==> src/rtl/lug_pkg.sv <==
// shared types and constants for the lehmer uniform generator
package lug_pkg;

    localparam int SEED_W      = 31;
    localparam int DATA_W      = 32;
    localparam int MULT_W      = 15;
    localparam int APB_ADDR_W  = 3;
    localparam int APB_DATA_W  = 32;
    localparam int QUEUE_DEPTH = 2;
    localparam int QUEUE_AW    = $clog2(QUEUE_DEPTH);

    localparam logic [MULT_W-1:0] LCG_MULT   = 15'd16807;
    localparam logic [SEED_W:0]   LCG_MOD    = 32'h7FFF_FFFF;
    localparam logic [SEED_W-1:0] SEED_RESET = 31'd123456789;

    // register index taken from paddr above the byte offset
    typedef enum logic [APB_ADDR_W-3:0] {
        REG_SEED_START = 1'b0
    } reg_idx_t;

    typedef enum logic {
        KIND_REAL = 1'b0,
        KIND_INT  = 1'b1
    } kind_t;

    typedef struct packed {
        logic                     kind;
        logic signed [DATA_W-1:0] bound_a;
        logic signed [DATA_W-1:0] bound_b;
    } req_t;

    typedef struct packed {
        logic signed [DATA_W-1:0] drawn_value;
        logic [SEED_W-1:0]        seed_after;
        logic                     seed_error;
    } rsp_t;

    // one classified draw waiting for the scaling back end
    typedef struct packed {
        logic                     kind;
        logic                     err;
        logic [SEED_W-1:0]        seed;
        logic signed [DATA_W-1:0] bound_a;
        logic signed [DATA_W-1:0] bound_b;
    } job_t;

    typedef struct packed {
        logic              en;
        logic [SEED_W-1:0] data;
    } cfg_wr_t;

endpackage

==> src/rtl/lug_front.sv <==
// front end: takes draw requests, advances the seed and queues the job
module lug_front (
    input  logic                        clk,
    input  logic                        rst_n,
    input  lug_pkg::cfg_wr_t            cfg_wr,
    input  lug_pkg::req_t               req,
    input  logic                        req_valid,
    output logic                        req_ready,
    output lug_pkg::job_t               job,
    output logic                        job_push,
    input  logic                        job_full,
    output logic [lug_pkg::SEED_W-1:0]  seed_start
);
    import lug_pkg::*;

    logic [SEED_W-1:0]        seed_start_reg;
    logic [SEED_W-1:0]        seed_start_next;
    logic [SEED_W-1:0]        cur_seed_reg;
    logic [SEED_W-1:0]        cur_seed_next;
    logic [SEED_W+MULT_W-1:0] prod;
    logic [SEED_W:0]          fold;
    logic [SEED_W:0]          fold_red;
    logic [SEED_W-1:0]        seed_adv;
    logic                     seed_zero;
    logic                     req_fire;

    assign req_ready = !job_full;
    assign req_fire  = req_valid && req_ready;
    assign seed_zero = (cur_seed_reg == '0);

    // seed * 16807 mod (2^31-1): fold the bits above 31 back onto the low part
    always_comb
    begin
        prod     = {{MULT_W{1'b0}}, cur_seed_reg} * {{SEED_W{1'b0}}, LCG_MULT};
        fold     = {1'b0, prod[SEED_W-1:0]}
                 + {{(SEED_W+1-MULT_W){1'b0}}, prod[SEED_W+MULT_W-1:SEED_W]};
        fold_red = (fold >= LCG_MOD) ? (fold - LCG_MOD) : fold;
        seed_adv = fold_red[SEED_W-1:0];
    end

    always_comb
    begin
        seed_start_next = seed_start_reg;
        cur_seed_next   = cur_seed_reg;
        if (req_fire && !seed_zero)
        begin
            cur_seed_next = seed_adv;
        end
        if (cfg_wr.en)
        begin
            seed_start_next = cfg_wr.data;
            cur_seed_next   = cfg_wr.data;
        end
    end

    always_ff @(posedge clk or negedge rst_n)
    begin
        if (!rst_n)
        begin
            seed_start_reg <= SEED_RESET;
            cur_seed_reg   <= SEED_RESET;
        end
        else
        begin
            seed_start_reg <= seed_start_next;
            cur_seed_reg   <= cur_seed_next;
        end
    end

    always_comb
    begin
        job.kind    = req.kind;
        job.err     = seed_zero;
        job.seed    = seed_zero ? '0 : seed_adv;
        job.bound_a = req.bound_a;
        job.bound_b = req.bound_b;
    end

    assign job_push   = req_fire;
    assign seed_start = seed_start_reg;

    // a zero seed stays stuck until reloaded
    a_zero_sticks: assert property (@(posedge clk) disable iff (!rst_n)
        req_fire && seed_zero && !cfg_wr.en |=> cur_seed_reg == '0)
        else $error("zero seed left the error state without a reload");

endmodule

==> config.mk <==
export PLATFORM = sky130hd
export DESIGN_NAME = lug_front
export DESIGN_NICKNAME = d
export VERILOG_FILES = /design/src/rtl/lug_pkg.sv /design/src/rtl/lug_front.sv
export SDC_FILE = /design/constraint.sdc
export NUM_CORES = 1
export LEC_CHECK = 0
export BUFFER_PORTS_ARGS = -buffer_cell sky130_fd_sc_hd__buf_2
export CORE_MARGIN = 3
export CORE_UTILIZATION = 40
export CTS_CLUSTER_SIZE = 28
export DETAILED_ROUTE_END_ITERATION = 7
export PLACE_DENSITY_LB_ADDON = 0.25
export SETUP_SLACK_MARGIN = 0.3
export SLEW_MARGIN = 10
export SYNTH_ARGS = -nofsm -noshare
export SYNTH_HDL_FRONTEND = slang
export SYNTH_SLANG_ARGS = --single-unit
export TNS_END_PERCENT = 20
==> constraint.sdc <==
create_clock -name clk -period 13.8 [get_ports clk]
set_clock_uncertainty 0.1 [all_clocks]
set_input_delay 1.38 -clock clk [delete_from_list [all_inputs] [get_ports clk]]
set_output_delay 1.38 -clock clk [all_outputs]
set_load 0.02 [all_outputs]
# Word-level counts from Yosys, hierarchy flattened
# Cells that the tools add are included.
op_classes:
  addsub: 2
  multipliers: 1
  magnitude_cmp: 1
  muxes: 4
  n_reduce_logical: 6
op_table:
  columns: ["cell", "n"]
  rows:
  - ["$mux W31", 4]
  - ["$mul A31 B15 Y46 const B", 1]
  - ["$add A31 B15 Y32", 1]
  - ["$ge A32 B31 Y1 const B", 1]
  - ["$logic_not A31 Y1", 1]
  - ["$sub A31 B31 Y31 const B", 1]
  - ["$logic_and A1 B1 Y1", 2]
  - ["$logic_not A1 Y1", 2]
  - ["$reduce_bool A2 Y1", 1]
word_totals:
  regBits: 62
  in_bits: 101
  output_inout_bits: 130

# Longest topological paths before layout
depth:
  depth_word: 6
  depth_mapped: 43
  ltp_nobuf: 40

# Worst setup path after synthesis
# No wires, ideal clock.
synth_timing:
  kind: "register -> output"
  start: "register cur_seed_reg[15]"
  end: "output port job[79] (netlist name)"
  arrival_ns: 9.878
  slack_ns: 2.442
  stages_incl_launch_ff: 41
  n_path_buf: 2
  cell_sequence: "dfstp_2 > inv_1 > fa_1 > inv_1 > ha_1 > inv_1 > fa_1 > inv_1 > fa_1 > fa_1 > fa_1 > ha_1 > buf_2 > a21oi_1 > o211ai_1 > a41oi_1 > a311o_1 > a211oi_1 > (+5 left out) > o21a_1 > o21ai_0 > xnor2_1 > ha_1 > and2_1 > a21oi_1 > a31o_2 > a21oi_1 > nor2b_1 > nand2_1 > nor3_2 > nand3_1 > a2111oi_2 > nand4_2 > o21ai_4 > nor4b_4 > buf_6 > nor3_1"
synth_lines:
  columns: ["element", "line", "text"]
  rows:
  - ["start: declaration", "lug_front.sv:18", "logic [SEED_W-1:0] cur_seed_reg;"]
  - ["start signal: assignment", "lug_front.sv:66", "cur_seed_reg <= cur_seed_next;"]
  - ["end: declaration", "lug_front.sv:9", "output lug_pkg::job_t job,"]

==> impl_metrics.ini <==
[global_routing]
grt.busiest_layer = met2
grt_pass1_vias = 10555
use_met2_pct = 35.6
grt_antenna_before_repair = 0
grt_max_degree = 67
grt_pass1_wl_mm = 61.5
grtUsageMet1_pct = 30.9
grt-ovfl-total = 0
grt.total_usage_pct = 22.3
grt_use_met3_pct = 4.99

[finish]
final_area_um2 = 14000
mostFrequentLayoutCells = inv_1 (304), ha_1 (218), fa_1 (134)
drive_above_1_share_pct = 14.8
nets = 1961
antenna_cells = 0
synthToLayoutAreaGrowth_pct = 6.29
final_common_cell = inv_1

[floorplanning]
die_area_um2 = 35100
start_util_pct = 41.2
die_width_um = 187
io_pins = 231
rows = 65
coreArea_um2 = 32000
die-height_um = 187

[job]
maxCapViolCount = 0

[clocking]
insertion_delay_ns = 0.33
cts_buffers = 9
cts.reportedPaths.clkPinSlew_ns = 0.06
cts_root_buffer = clkbuf_16
cts_hold_buffers = 0
tritoncts = yes
htreeDepth = 3
clockBufferDepth = 2
cts.sinks = 62

[worst_setup_path]
worstSetupEndpoint = job[65]
cp_max_fo = 15
timing.rr.start = cur_seed_reg[16]
path_class = register to output pin
crit_required_ns = 12.32
cp-end-kind = output pin
worstPathArrival_ns = 11.46
max_stage_delay_ns = 0.64
crit_path_frequent_cell = fa_1
worstReg2RegEnd = cur_seed_reg[29]
rrSetupSlack_ns = 2.52
crit_path_start_kind = register
cp-startpoint = cur_seed_reg[16]
crit_slowest_cell = dfstp_2
r2r_cells = 40

[timing]
worst_pin_slew_ns = 0.808
hold_viol = 0
period_minus_slack_ns = 12.94
final.setup.tns_ns = 0
slew_headroom_pct = 46.1
rsz0062_at_grt = false
min_period_over_period_pct = 93.8
setup_viol = 0
max_clock_freq_ghz = 0.0773
final-max-slew-violation-count = 0

[min_path]
hold_path.class = register to register

[routing]
num_vias = 10596
drt-vias-per-instance = 5.44
drtIter0Drc = 774
first_pass_iters = 7
wl_per_cell_um = 20.3
drc_errors = 0
postRouteAntennaNets = 0
routed_wl_mm = 39.6

[synth]
avgSynthCellArea_um2 = 8.88
async_reset_ff_share_pct = 100
synthFlopType = dfstp_2
yosys.area.top_type = ha_1
synthDistinctLibCells = 88
synth.area.top_cells = ha_1 (21%), fa_1 (20%), inv_1 (8.7%)
yosys_warnings = 0
synth_nets = 1934
synth_top_area_share_pct = 20.7
synth_edf_count = 0
syn_inst = 1481
synth_area_um2 = 13200
ys_seq_elements = 62
yosysSeqAreaShare_pct = 12.1

[status]
status = finished, final reports clean

[placed_design]
dpl_cell_area_um2 = 13600
place.gp.congestion = 0.929
port_buffers = 100
dpl.hpwl_mm = 33.8
==> cells by family (layout without fill, tap and decap cells) <==
kind of cell | count (synthesis) | count (layout) | share of synthesized area [%]
xor+xnor | 65 | 65 | 4.39
fa+ha+maj | 352 | 352 | 41.1
buf+inv | 404 | 436 | 13.6
flops | 62 | 62 | 12.1
compound gates | 276 | 276 | 14.9
simple gates | 297 | 297 | 11.8
mux | 25 | 25 | 2.10
==> synth_stat cells (13+ instances only) <==
cell and instances:
clkbuf_1 17, dfrtp_1 30, dfstp_2 32, o31ai_1 13, buf_4 67, nand2_1 71
a22oi_1 13, xnor2_1 44, o21a_1 15, nand3_1 25, nand4_1 18, and2_1 14
inv_1 304, a21o_1 19, xor2_1 20, mux2_2 21, o21ai_0 39, nor2_1 68
fa_1 134, a21oi_1 55, buf_2 13, ha_1 218, nor3_1 33
==> layer usage <==
layer  share of wire, %  wire, um
met5                  0         0
met4                2.6      1020
met3                6.9      2720
met1                 45     17900
met2                 45     18000
==> critical path: cells and delay by family (launching register included) <==
kind / cells / cell delay (ns)
simple gates: 8 / 1.74
mux: 1 / 0.32
xor+xnor: 1 / 0.13
fa+ha+maj: 8 / 3.57
compound gates: 15 / 3.77
flops: 1 / 0.64
buf+inv: 7 / 0.91
==> layout make-up <==
type                       count  area [um^2]
sequential                    62         1590
tap                          435          544
multi-input combinational   1015         9810
clock inverter                 7         48.8
inverter                     305         1140
clock buffer                   9          225
fill                        3215        18000
timing repair buffer         115          613
==> worst min-delay path by stage <==
stage	start	endpoint	slack, ns	cells after the start
2_1_floorplan	seed_start[16]	seed_start[16]	0.40	2
3_3_place_gp	seed_start[24]	seed_start[24]	0.36	2
3_5_place_dp	seed_start[20]	seed_start[20]	0.36	2
4_1_cts	seed_start[16]	seed_start[16]	0.38	2
5_1_grt	seed_start[22]	seed_start[22]	0.40	2
6_report	seed_start[16]	seed_start[16]	0.37	2
==> timing repair <==
| item | CTS | global route |
|---|---|---|
| gates resized for setup | 0 | 8 |
| pin swaps | 0 | 1 |
| buffers inserted | 2 | 2 |
| endpoints found under the setup margin | 8 | 29 |
==> per-stage QoR <==
| stage | utilization, % | hold WS [ns] | setup slack [ns] | std cells |
|---|---|---|---|---|
| 2_1_floorplan | - | 0.401 | 2.44 | 1481 |
| 5_1_grt | 43.7 | 0.404 | 0.296 | 1948 |
| 6_report | 43.7 | 0.374 | 0.862 | 1948 |
| 3_5_place_dp | 42.7 | 0.360 | 0.531 | 1928 |
| 3_3_place_gp | 42.7 | 0.357 | 0.803 | 1928 |
| 4_1_cts | 43.6 | 0.379 | 0.429 | 1946 |
Power is not shown: default switching activity piles up to over one toggle a cycle in this logic, so the estimate is an artifact.
