==> src/rtl/lug_pkg.sv <==
// shared types and constants for the lehmer uniform generator
package lug_pkg;

    localparam int SEED_W      = 31;
    localparam int DATA_W      = 32;
    localparam int MULT_W      = 15;
    localparam int APB_ADDR_W  = 3;
    localparam int APB_DATA_W  = 32;
    localparam int QUEUE_DEPTH = 2;
    localparam int QUEUE_AW    = $clog2(QUEUE_DEPTH);

    localparam logic [MULT_W-1:0] LCG_MULT   = 15'd16807;
    localparam logic [SEED_W:0]   LCG_MOD    = 32'h7FFF_FFFF;
    localparam logic [SEED_W-1:0] SEED_RESET = 31'd123456789;

    // register index taken from paddr above the byte offset
    typedef enum logic [APB_ADDR_W-3:0] {
        REG_SEED_START = 1'b0
    } reg_idx_t;

    typedef enum logic {
        KIND_REAL = 1'b0,
        KIND_INT  = 1'b1
    } kind_t;

    typedef struct packed {
        logic                     kind;
        logic signed [DATA_W-1:0] bound_a;
        logic signed [DATA_W-1:0] bound_b;
    } req_t;

    typedef struct packed {
        logic signed [DATA_W-1:0] drawn_value;
        logic [SEED_W-1:0]        seed_after;
        logic                     seed_error;
    } rsp_t;

    // one classified draw waiting for the scaling back end
    typedef struct packed {
        logic                     kind;
        logic                     err;
        logic [SEED_W-1:0]        seed;
        logic signed [DATA_W-1:0] bound_a;
        logic signed [DATA_W-1:0] bound_b;
    } job_t;

    typedef struct packed {
        logic              en;
        logic [SEED_W-1:0] data;
    } cfg_wr_t;

endpackage

==> src/rtl/lug_queue.sv <==
// short job queue between front and back end
module lug_queue (
    input  logic          clk,
    input  logic          rst_n,
    input  lug_pkg::job_t wr_job,
    input  logic          push,
    output logic          full,
    output lug_pkg::job_t rd_job,
    output logic          rd_valid,
    input  logic          pop
);
    import lug_pkg::*;

    job_t                mem [QUEUE_DEPTH];
    logic [QUEUE_AW-1:0] wr_ptr_reg;
    logic [QUEUE_AW-1:0] wr_ptr_next;
    logic [QUEUE_AW-1:0] rd_ptr_reg;
    logic [QUEUE_AW-1:0] rd_ptr_next;
    logic [QUEUE_AW:0]   count_reg;
    logic [QUEUE_AW:0]   count_next;
    logic                do_push;
    logic                do_pop;

    assign full     = (count_reg == (QUEUE_AW+1)'(QUEUE_DEPTH));
    assign rd_valid = (count_reg != '0);
    assign do_push  = push && !full;
    assign do_pop   = pop && rd_valid;
    assign rd_job   = mem[rd_ptr_reg];

    always_comb
    begin
        wr_ptr_next = wr_ptr_reg;
        rd_ptr_next = rd_ptr_reg;
        count_next  = count_reg;
        if (do_push)
        begin
            wr_ptr_next = (wr_ptr_reg == QUEUE_AW'(QUEUE_DEPTH-1)) ? '0 : wr_ptr_reg + 1'b1;
        end
        if (do_pop)
        begin
            rd_ptr_next = (rd_ptr_reg == QUEUE_AW'(QUEUE_DEPTH-1)) ? '0 : rd_ptr_reg + 1'b1;
        end
        case ({do_push, do_pop})
            2'b10:   count_next = count_reg + 1'b1;
            2'b01:   count_next = count_reg - 1'b1;
            default: count_next = count_reg;
        endcase
    end

    always_ff @(posedge clk or negedge rst_n)
    begin
        if (!rst_n)
        begin
            wr_ptr_reg <= '0;
            rd_ptr_reg <= '0;
            count_reg  <= '0;
        end
        else
        begin
            wr_ptr_reg <= wr_ptr_next;
            rd_ptr_reg <= rd_ptr_next;
            count_reg  <= count_next;
        end
    end

    always_ff @(posedge clk)
    begin
        if (do_push)
        begin
            mem[wr_ptr_reg] <= wr_job;
        end
    end

    a_count_bound: assert property (@(posedge clk) disable iff (!rst_n)
        count_reg <= (QUEUE_AW+1)'(QUEUE_DEPTH))
        else $error("job queue count beyond depth");

endmodule

==> config.mk <==
export PLATFORM = sky130hd
export DESIGN_NAME = lug_queue
export DESIGN_NICKNAME = d
export VERILOG_FILES = /design/src/rtl/lug_pkg.sv /design/src/rtl/lug_queue.sv
export SDC_FILE = /design/constraint.sdc
export NUM_CORES = 1
export LEC_CHECK = 0
export ABC_AREA = 1
export BUFFER_PORTS_ARGS = -buffer_cell sky130_fd_sc_hd__buf_2
export CAP_MARGIN = 15
export CORE_MARGIN = 1
export CORE_UTILIZATION = 56
export DETAILED_ROUTE_END_ITERATION = 12
export HOLD_SLACK_MARGIN = 0.08
export PLACE_DENSITY = 0.81
export RECOVER_POWER = 100
export SKIP_CTS_REPAIR_TIMING = 1
export SYNTH_ARGS = -nofsm -noshare
export SYNTH_HDL_FRONTEND = slang
export SYNTH_SLANG_ARGS = --single-unit
export TNS_END_PERCENT = 20
==> constraint.sdc <==
create_clock -name clk -period 14.88 [get_ports clk]
set_clock_uncertainty 0.1 [all_clocks]
set_input_delay 0.744 -clock clk [delete_from_list [all_inputs] [get_ports clk]]
set_output_delay 0.744 -clock clk [all_outputs]
set_load 0.02 [all_outputs]
# Word-level counts from Yosys, hierarchy flattened
# Memories as Yosys holds them, arrays and structs flattened.
# Index checks and enable logic that the tools add are counted.
# W data, S select, Z words.
# op_classes
add_sub_neg	4
eq_ne	3
muxes	5
n_reduce_logical	5
# ops
op	n
$eq A2 B2 Y1 const B	2
$mux W1	4
$pmux W2 S2	1
$reduce_bool A2 Y1	2
$add A1 B1 Y1 const B	2
$add A2 B1 Y2 const B	1
$eq A2 B1 Y1 const B	1
$logic_and A1 B1 Y1	2
$sub A2 B1 Y2 const B	1
$logic_not A1 Y1	1
# word_totals
regBits	4
mem_bits_rw	194
input_bits	101
out_inout_bits	99
elab_cells	21
memories	1
# memory_table
memory	words	word_bits	read_ports	rd_clocked_by_memory_dff	write_ports	line	text
mem	2	97	1	0	1	lug_queue.sv:14	job_t mem [QUEUE_DEPTH];

# Depth between registers and ports, before layout
# Gate-level depths: netlist of run 1.
# depth
ltp_word	5
ltp_mapped	10
ltp_nobuf	10

# Least setup slack after synthesis of run 1
# OpenSTA, ideal clock, no wires.
# synth_timing
kind	input port to flip-flop
from	input port push
to	memory mem[1][0] (netlist name) (enable)
setup_time_ns	0.554
t_arrival_ns	4.926
t_required_ns	14.226
slack_ns	9.300
cell_stages	2
n_path_buf	0
cell_sequence	o21ai_0 -> nor2_1
# synth_between
elab_chain_cells	3
# synth_rtl
item	line	text
start: declaration	lug_queue.sv:6	input logic push,
$logic_and A1 B1 Y1	lug_queue.sv:26	assign do_push = push && !full;
$mux W1	lug_queue.sv:68	if (do_push)
$mux W1 (not written as such)	lug_queue.sv:70	mem[wr_ptr_reg] <= wr_job;
end: declaration	lug_queue.sv:14	
# Every way passes these cells.

# Worst setup path after layout of run 1
# layout_timing
from	register count_reg[1]
to	memory mem[1][58] (netlist name) (enable)
# layout_between
elab_chain_cells	5
# layout_rtl
item	line	text
start: declaration	lug_queue.sv:19	logic [QUEUE_AW:0] count_reg;
start signal: assignment	lug_queue.sv:62	count_reg <= count_next;
$eq A2 B2 Y1	lug_queue.sv:24	assign full = (count_reg == (QUEUE_AW+1)'(QUEUE_DEPTH));
$logic_not A1 Y1	lug_queue.sv:26	
$logic_and A1 B1 Y1	lug_queue.sv:26	
$mux W1	lug_queue.sv:68	
$mux W1 (not written as such)	lug_queue.sv:70	
# Every way passes these cells.

==> results of run 1 <==
-- cell usage after synthesis --
master | instances | area share
buf_6 | 3 | 0.0046
buf_2 | 14 | 0.0096
inv_4 | 1 | 0.00086
edfxtp_1 | 194 | 0.80
inv_1 | 8 | 0.0041
nor2_1 | 2 | 0.0010
nand3_1 | 3 | 0.0021
buf_4 | 4 | 0.0041
dfrtp_1 | 4 | 0.014
xnor2_1 | 1 | 0.0012
nand2_1 | 301 | 0.16
ha_1 | 1 | 0.0017
nand4_1 | 1 | 0.00086
o21ai_0 | 1 | 0.00069
-- area by class of cell --
type,count,area [sq um],area share
clock inverters,12,105,0.0120
flip-flops and latches,198,5930,0.677
diodes,1,2.50,0.000286
inverters,9,36.3,0.00414
repair buffers,203,848,0.0969
clock buffers,19,433,0.0494
well taps,172,215,0.0246
multi-input cells,310,1180,0.135
-- cell families (layout without fill, tap and decap cells) --
group | Yosys count | count (layout)
and+or+nand+nor | 307 | 307
DFF | 198 | 198
AOI/OAI and AO/OA | 1 | 1
adders and majority gates | 1 | 1
buffers and inverters | 30 | 243
xor gates and xnor gates | 1 | 1
other | 0 | 1
-- path summary, 6_finish.rpt --
kind                              startpoint            to  cells past startpoint
worst min-delay path            count_reg[1]  count_reg[1]                      2
worst max-delay path            count_reg[1]    mem[1][58]                      4
max in group asynchronous              rst_n    rd_ptr_reg                      2
worst max register to register  count_reg[1]    mem[1][58]                      4
worst min register to register  count_reg[1]  count_reg[1]                      2
min in group asynchronous              rst_n    rd_ptr_reg                      2
-- worst reg2reg max path, stage by stage (launching register included) --
cell	delay [ns]
dfrtp_1	0.38
inv_1	0.11
o21ai_0	0.15
nor2_1	0.96
clkbuf_1	3.31
-- power by group --
group | leakage (uW) | switching [uW] | internal [uW]
logic | 0.00135 | 487 | 153
registers | 0.00185 | 30.2 | 777
clock network | 0.000253 | 188 | 229
total | 0.00346 | 706 | 1160
-- layer usage --
metal,GRT usage,wire length [microns],vias to the layer above
met2,0.355,7160,158
met5,0,0,-
met3,0.0690,1020,20
met1,0.240,5560,2207
met4,0.0991,247,0
li1,-,-,2213
-- through the flow --
| step | hold slack, ns | cells | setup WS, ns | power [uW] |
|---|---|---|---|---|
| after global placement | 0.354 | 891 | 11.98 | 1450 |
| final | 0.385 | 924 | 9.29 | 1860 |
| after detailed placement | 0.375 | 891 | 11.93 | 1470 |
| after global routing | 0.392 | 923 | 8.82 | 1970 |
| after floorplan | 0.342 | 538 | 9.30 | 1260 |
| after CTS | 0.00359 | 922 | 11.87 | 1890 |
==> reports/metrics.cfg, run 1 <==
[status]
status = complete, but fails checks
violations = max-capacitance violations, max-slew violations

[setup_path]
cp_data_required_time_ns = 14.69
cp-start-kind = register
cp_top_family = buffers and inverters
path_cells = inv_1 -> o21ai_0 -> nor2_1 -> clkbuf_1
critPathCaptureType = register
crit_type = reg2reg
worst-path-buf-inv = 2
slowest_delay_ns = 3.31
crit_fanout = 83
slowest_stage = clkbuf_1
reg2reg_slack_ns = 9.29
worst_ep_arrival_time_ns = 5.40

[synth]
netlist_instances = 538
synth_top_family_by_area = simple AND/OR/NAND/NOR gates
synth_compound_area_frac = 0.000687
syn_area_per_cell_sq_um = 13.5
muxShareOfSynthArea = 0
synth.net_count = 640
synth_fa_ha_area_frac = 0.00172
ys_types = 14
synth_simple_gate_area_frac = 0.159
ys_ff_latch = 198
synthXorXnorAreaFrac = 0.00120
syn_area_sq_um = 7280
yosysSeqAreaShare = 0.814
yosys_warnings = 0

[timing]
tns_ns = 0
tightest_slew_ns = 4.63
slew_violations = 283
max_freq_ghz = 0.179
max_slew_margin = -2.09
finalSetupViolCount = 0
hold_viol_final = 0
fin_crit_ns = 5.59
rsz0062_at_grt = no
fin_crit_sh = 0.376

[cells_and_area]
layout_common_cells = nand2_1 (301), edfxtp_1 (194), clkbuf_1 (142)
fillers = 944
postLayoutCoreUtil = 0.691
fin_area_sq_um = 8750
layout_commonest_cell = nand2_1
final_nets = 841
drive_gt1_frac = 0.124
area_delta_synth_final_pct = 20.2
largest_reg_flops = 194

[grt]
grt_start_max_net_pins = 99
antenna_found_initial = 1
grt_use_total = 0.209
grt_pass1_vias = 4285
overflow = 0
grt_pass1_wl_mm = 20.5

[routing]
viasPerCell = 4.98
vias = 4598
avgRoutedWirePerCell_microns = 15.1
wl_mm = 14.0
ant_nets = 0
drc = 0
drtIter0Drc = 349
firstDrtPassIters = 5

[placed_design]
place_area_sq_um = 8390
portBuffers = 199
place.gp.congestion = 0.771
dp.final_hpwl_mm = 8.67

[floorplan]
die_x_microns = 116
dieArea_sq_um = 13500
io_pins = 200
die_y_microns = 116
initial_core_util = 0.575
core_area_sq_um = 12700
rows = 41

[power_and_ir_drop]
leakage_uw = 0.00346
vdd_ir_drop_max_mv = 0.119
power_per_cell_area_nw_per_um2 = 213

[min_path]
hold_class = reg2reg

[clocking]
clk_pin_slew_worst_paths_ns = 0.07
cts.sinks = 198
h-tree-depth = 4
worstSkewPairLatency_ns = 0.42
root_buffer = clkbuf_16
cts_buffers = 17
cts_tree = built
cts_buffer_depth = 2

[flow_run]
max-cap-violations = 4

Note: power is estimated with default switching activity, not from simulation.
==> inputs of run 2 (changes only) <==
--- a/config.mk
+++ b/config.mk
@@ -5,14 +5,14 @@
 export SDC_FILE = /design/constraint.sdc
 export NUM_CORES = 1
 export LEC_CHECK = 0
-export ABC_AREA = 1
+export ABC_AREA = 0
 export BUFFER_PORTS_ARGS = -buffer_cell sky130_fd_sc_hd__buf_2
 export CAP_MARGIN = 15
 export CORE_MARGIN = 1
-export CORE_UTILIZATION = 56
+export CORE_UTILIZATION = 47
 export DETAILED_ROUTE_END_ITERATION = 12
 export HOLD_SLACK_MARGIN = 0.08
-export PLACE_DENSITY = 0.81
+export PLACE_DENSITY = 0.72
 export RECOVER_POWER = 100
 export SKIP_CTS_REPAIR_TIMING = 1
 export SYNTH_ARGS = -nofsm -noshare
==> constraint.sdc (replaced) <==
create_clock -name clk -period 5 [get_ports clk]
set_clock_uncertainty 0.1 [all_clocks]
set_input_delay 0.25 -clock clk [delete_from_list [all_inputs] [get_ports clk]]
set_output_delay 0.25 -clock clk [all_outputs]
set_load 0.02 [all_outputs]
==> reports/metrics.cfg, run 2 <==
[synth]
muxShareOfSynthArea = 0.161  ; +0.161
ys_ff_latch = 198  ; unchanged
synth_top_area_share = 0.801  ; +0.000964
netlist_instances = 320  ; -41%
syn_area_sq_um = 7270  ; -0.12%
synth_simple_gate_area_frac = 0.00533  ; -0.154
synth_top_family_by_area = multiplexers
synthXorXnorAreaFrac = 0.00602  ; +0.00482
netlist_top_cells_area = edfxtp_1 (80%), mux2_2 (12%), mux2_4 (4.1%), dfrtp_1 (1.4%), buf_6 (0.62%)
synth_fa_ha_area_frac = 0.00172  ; +0.00000207
synth-edff-count = 194  ; unchanged
synth_top_area_cell = edfxtp_1
synth-main-ff-cell = edfxtp_1
syn_area_per_cell_sq_um = 22.7  ; +68%
synth.most_common_cell = edfxtp_1
synth_compound_area_frac = 0  ; -0.000687
yosysSeqAreaShare = 0.815  ; +0.000980
async_reset_ff_frac = 0.0202  ; unchanged
yosys_warnings = 0  ; unchanged
synth.net_count = 422  ; -34%
ys_types = 16  ; +2
ys_top_cells_by_count = edfxtp_1 (194), mux2_2 (77), mux2_4 (20), buf_2 (7)

[grt]
grt_pass1_vias = 3740  ; -13%
antenna_found_initial = 1  ; unchanged
grt_use_total = 0.158  ; -0.0514
grt_start_max_net_pins = 79  ; -20%
grt_pass1_wl_mm = 18.7  ; -8.6%
overflow = 0  ; unchanged

[floorplan]
dieArea_sq_um = 16000  ; +19%
die_y_microns = 126  ; +8.9%
initial_core_util = 0.480  ; -0.0945
io_pins = 200  ; unchanged
core_area_sq_um = 15100  ; +20%
rows = 45  ; +9.8%
die_x_microns = 126  ; +8.9%

[clocking]
worstSkewPairLatency_ns = 0.41  ; about the same
cts_tree = built
cts_buffer_depth = 2  ; unchanged
h-tree-depth = 4  ; unchanged
clk_pin_slew_worst_paths_ns = 0.07  ; about the same
root_buffer = clkbuf_16
cts.sinks = 198  ; unchanged
cts_buffers = 17  ; unchanged

[timing]
finalSetupViolCount = 0  ; unchanged
tns_ns = 0  ; unchanged
max_slew_margin = -0.992  ; +1.10
fin_crit_ns = 3.55  ; -2.04 ns
tightest_slew_ns = 2.99  ; -1.65 ns
max_freq_ghz = 0.282  ; +58%
hold_viol_final = 0  ; unchanged
fin_ws_ns = 1.45  ; -7.84 ns
slew_violations = 99  ; -65%
timing.hold.ws_ns = 0.140  ; -0.246 ns
rsz0062_at_grt = no
fin_crit_sh = 0.710  ; +0.334

[setup_path]
cp_data_required_time_ns = 4.86  ; -9.83 ns
cp-start-kind = register
slowest_stage = clkbuf_1
crit_fanout = 53  ; -36%
crit_type = reg2reg
path_cells = nand2b_1 -> nand2_1 -> nor2_4 -> clkbuf_1
cp_top_family = buffers and inverters
slowest_delay_ns = 2.09  ; -1.22 ns
reg2reg_slack_ns = 1.45  ; -7.84 ns
worst-path-buf-inv = 1  ; -1
worst_ep_arrival_time_ns = 3.41  ; -1.99 ns
critPathCaptureType = register

[routing]
drc = 0  ; unchanged
viasPerCell = 4.76  ; -4.2%
firstDrtPassIters = 5  ; unchanged
vias = 3974  ; -14%
wl_mm = 13.7  ; -2.3%
ant_nets = 0  ; unchanged
drtIter0Drc = 201  ; -42%
avgRoutedWirePerCell_microns = 16.4  ; +8.3%

[cells_and_area]
layout_common_cells = edfxtp_1 (194), clkbuf_1 (156), dlygate4sd3_1 (100)
largest_reg_flops = 194  ; unchanged
area_delta_synth_final_pct = 34.3
layout_commonest_cell = edfxtp_1
fillers = 1159  ; +23%
postLayoutCoreUtil = 0.645  ; -0.0462
final_nets = 733  ; -13%
drive_gt1_frac = 0.245  ; +0.122

[power_and_ir_drop]
leakage_uw = 0.00335  ; -3.1%
vdd_ir_drop_max_mv = 0.368  ; +210%
power_per_cell_area_nw_per_um2 = 555  ; +160%

[placed_design]
dp_slack_ns = 2.45  ; -9.48 ns
portBuffers = 199  ; unchanged
dp.final_hpwl_mm = 8.03  ; -7.5%
place.gp.congestion = 0.720  ; -6.6%

[status]
status = complete, but fails checks
violations = max-capacitance violations, max-slew violations

[flow_run]
max-cap-violations = 2  ; -2

[min_path]
hold_class = in2reg

==> run 2: changes by cell type in the layout (fill, tap and decap cells not counted), moves of 6 or more <==
cell	change
dlygate4sd3_1	+99
inv_1	-6
mux2_1	+19
clkbuf_1	+14
nand2_1	-300
buf_2	-12
mux2_2	+77
==> run 2: worst reg2reg max path, stage by stage, from the launching register on <==
cell and delay (ns):
dfrtp_1 0.40, nand2b_1 0.16, nand2_1 0.15, nor2_4 0.11
clkbuf_1 2.09
==> run 2: path summary, 6_finish.rpt <==
path | startpoint | to | depth (start not counted)
worst max-delay path | count_reg[0] | mem[0][19] | 4
worst min-delay path | push | wr_ptr_reg | 3
worst max register to register | count_reg[0] | mem[0][19] | 4
worst min register to register | count_reg[1] | count_reg[1] | 1
max in group asynchronous | rst_n | rd_ptr_reg | 3
min in group asynchronous | rst_n | count_reg[0] | 3
==> run 2: logic make-up after synthesis <==
| group | count (synthesis) |
|---|---|
| flip-flops | 198 |
| buffers and inverters | 12 |
| AND/OR/NAND/NOR | 7 |
| multiplexers | 97 |
| XOR/XNOR | 5 |
| adder cells (fa/ha/maj) | 1 |
==> run 2: per-layer routing <==
layer	track usage	wire, microns	share of wire
met1	0.182	5560	0.41
met4	0.0595	192	0.014
met3	0.0696	867	0.063
met2	0.260	7040	0.52
met5	0	0	0
==> run 2: area by class of cell <==
| type | count | area, sq um | area share |
|---|---|---|---|
| sequential | 198 | 5930 | 0.607 |
| timing repair buffer | 303 | 1820 | 0.187 |
| multi-input combinational | 110 | 1200 | 0.123 |
| clock buffer | 19 | 433 | 0.0443 |
| tap | 188 | 235 | 0.0241 |
| clock inverter | 13 | 133 | 0.0136 |
| antenna | 2 | 5.00 | 0.000513 |
| inverter | 1 | 3.75 | 0.000384 |
==> run 2: stage by stage <==
stage               std cells  total power (uW)  instance area, sq um
detailed placement        700              4260                  8470
floorplan                 320              3750                  7270
global route              833              5670                  9760
global placement          700              4220                  8470
CTS                       732              5560                  9030
finish                    834              5420                  9760
==> run 2: where the power goes <==
part | switching, uW | internal, uW | leakage, uW
combinational | 1000 | 622 | 0.00123
sequential | 210 | 2290 | 0.00185
clock | 561 | 735 | 0.000274
total | 1770 | 3650 | 0.00335
==> inputs of run 3 (changes only) <==
--- a/config.mk
+++ b/config.mk
@@ -5,14 +5,14 @@
 export SDC_FILE = /design/constraint.sdc
 export NUM_CORES = 1
 export LEC_CHECK = 0
-export ABC_AREA = 0
+export ABC_AREA = 1
 export BUFFER_PORTS_ARGS = -buffer_cell sky130_fd_sc_hd__buf_2
 export CAP_MARGIN = 15
 export CORE_MARGIN = 1
-export CORE_UTILIZATION = 47
+export CORE_UTILIZATION = 52
 export DETAILED_ROUTE_END_ITERATION = 12
 export HOLD_SLACK_MARGIN = 0.08
-export PLACE_DENSITY = 0.72
+export PLACE_DENSITY = 0.75
 export RECOVER_POWER = 100
 export SKIP_CTS_REPAIR_TIMING = 1
 export SYNTH_ARGS = -nofsm -noshare
==> constraint.sdc (replaced) <==
create_clock -name clk -period 3.5 [get_ports clk]
set_clock_uncertainty 0.1 [all_clocks]
set_input_delay 0.175 -clock clk [delete_from_list [all_inputs] [get_ports clk]]
set_output_delay 0.175 -clock clk [all_outputs]
set_load 0.02 [all_outputs]
==> reports/metrics.cfg, run 3 (synthesized netlist as in run 1, its figures left out) <==
[placed_design]
portBuffers = 199  ; unchanged
dp.final_hpwl_mm = 8.97  ; +12%
place.gp.congestion = 0.736  ; +2.2%

[routing]
drtIter0Drc = 427  ; +110%
ant_nets = 0  ; unchanged
wl_mm = 16.0  ; +17%
firstDrtPassIters = 5  ; unchanged
avgRoutedWirePerCell_microns = 15.6  ; -5.0%
viasPerCell = 4.85  ; +1.8%
vias = 4971  ; +25%
drc = 0  ; unchanged

[clocking]
cts_buffer_depth = 2  ; unchanged
h-tree-depth = 4  ; unchanged
root_buffer = clkbuf_16
cts_buffers = 17  ; unchanged
cts_tree = built
worstSkewPairLatency_ns = 0.42  ; about the same
clk_pin_slew_worst_paths_ns = 0.07  ; about the same
cts.sinks = 198  ; unchanged

[cells_and_area]
final_nets = 942  ; +29%
layout_commonest_cell = nand2_1
layout_common_cells = nand2_1 (301), edfxtp_1 (194), clkbuf_1 (165)
largest_reg_flops = 194  ; unchanged
seq_area_sq_um = 5930  ; about the same
area_delta_synth_final_pct = 34.3  ; about the same
multi_input_area_sq_um = 1190  ; -0.73%
drive_gt1_frac = 0.0777  ; -0.168
fillers = 975  ; -16%
diodes = 0  ; -2

[floorplan]
core_area_sq_um = 13500  ; -11%
dieArea_sq_um = 14500  ; -9.4%
initial_core_util = 0.541  ; +0.0611
die_y_microns = 120  ; -4.8%
io_pins = 200  ; unchanged
rows = 42  ; -6.7%
die_x_microns = 120  ; -4.8%

[grt]
grt_start_max_net_pins = 99  ; +25%
grt_pass1_wl_mm = 22.0  ; +17%
overflow = 0  ; unchanged
antenna_found_initial = 0  ; -1
grtUsageMet2 = 0.332  ; +0.0726
grt_pass1_vias = 4479  ; +20%
use_met1 = 0.251  ; +0.0692
grt_use_total = 0.204  ; +0.0467
top_usage_layer = met2
use_met3 = 0.0708  ; +0.00116

[timing]
tns_ns = 0  ; unchanged
tightest_slew_ns = 1.82  ; -1.17 ns
hold_viol_final = 0  ; unchanged
fin_crit_sh = 0.854
fin_crit_ns = 2.99
finalSetupViolCount = 0  ; unchanged
slew_violations = 44  ; -56%
max_freq_ghz = 0.335
rsz0062_at_grt = no
max_slew_margin = -0.217  ; +0.775

[status]
violations = max-capacitance violations, max-slew violations
status = complete, but fails checks

[setup_path]
worst-r2r-cell-count = 6  ; +2
slowest_delay_ns = 0.91  ; -1.18 ns
crit_fanout = 98  ; +85%
cp-start-kind = register
cp_data_required_time_ns = 3.22  ; -1.64 ns
cpMostUsedCell = nand2_1
crit_type = reg2out
path_cells = inv_4 -> nand2_1 -> nand2_1 -> clkbuf_1
slowest_stage = inv_4
critPathCaptureType = primary output
worst_ep_arrival_time_ns = 2.71  ; -0.70 ns

[min_path]
holdPathStages = 2  ; -1
hold_class = in2reg

[flow_run]
max-cap-violations = 1  ; -1

[power_and_ir_drop]
vdd_ir_drop_max_mv = 0.441  ; +20%
power_per_cell_area_nw_per_um2 = 827  ; +49%
leakage_uw = 0.00384  ; +15%
total_power_uw = 8080  ; +49%

## run 3: changes by cell type in the layout (fill, tap and decap cells not counted), moves of 3 or more
cell / delta
nand2_1: +300
mux2_2: -77
mux2_1: -19
buf_2: -16
clkbuf_1: +9
inv_1: +7
clkinv_4: -3
nand3_1: +3
## run 3: area by class of cell
class	count	area share
sequential	198	0.606
clock inverter	10	0.0138
multi-input combinational	310	0.122
clock buffer	18	0.0439
tap	176	0.0225
timing repair buffer	304	0.188
inverter	9	0.00371
## run 3: final timing paths
| check | startpoint | endpoint | slack, ns |
|---|---|---|---|
| setup / recovery | rd_ptr_reg | rd_job[89] | 0.51 |
| hold / removal | wr_job[77] | mem[1][77] | 0.37 |
| setup reg to reg | count_reg[1] | mem[0][81] | 0.62 |
| hold reg to reg | count_reg[1] | count_reg[1] | 0.37 |
| max in group asynchronous | rst_n | rd_ptr_reg | 2.55 |
| min in group asynchronous | rst_n | count_reg[0] | 0.56 |
## run 3: stage by stage
stage               instances   util  setup slack, ns  cell area [sq um]  hold WS, ns
detailed placement        896  0.626             1.20               8420       -0.108
finish                   1025  0.727            0.511               9780        0.368
CTS                       924  0.668            0.696               8980       -0.566
global placement          896  0.626             1.22               8420       -0.111
global route             1025  0.727            0.294               9780        0.365
floorplan                 538      -            0.351               7290       -0.221
## run 3: worst max-delay path: cells and delay by family (launching register included)
kind	cells	cell delay (ns)
buffers and inverters	2	1.16
and+or+nand+nor	2	0.28
DFF	1	0.78
## run 3: routing by layer
metal / wire [microns] / vias up
met5: 0 / -
met2: 8040 / 211
met3: 1170 / 17
met4: 214 / 0
li1: - / 2409
met1: 6530 / 2334
## run 3: report_power, final
group | switching (uW) | total [uW] | internal (uW)
Clock | 786 | 1890 | 1100
Combinational | 2050 | 2710 | 665
Sequential | 231 | 3480 | 3250
Total | 3070 | 8080 | 5020
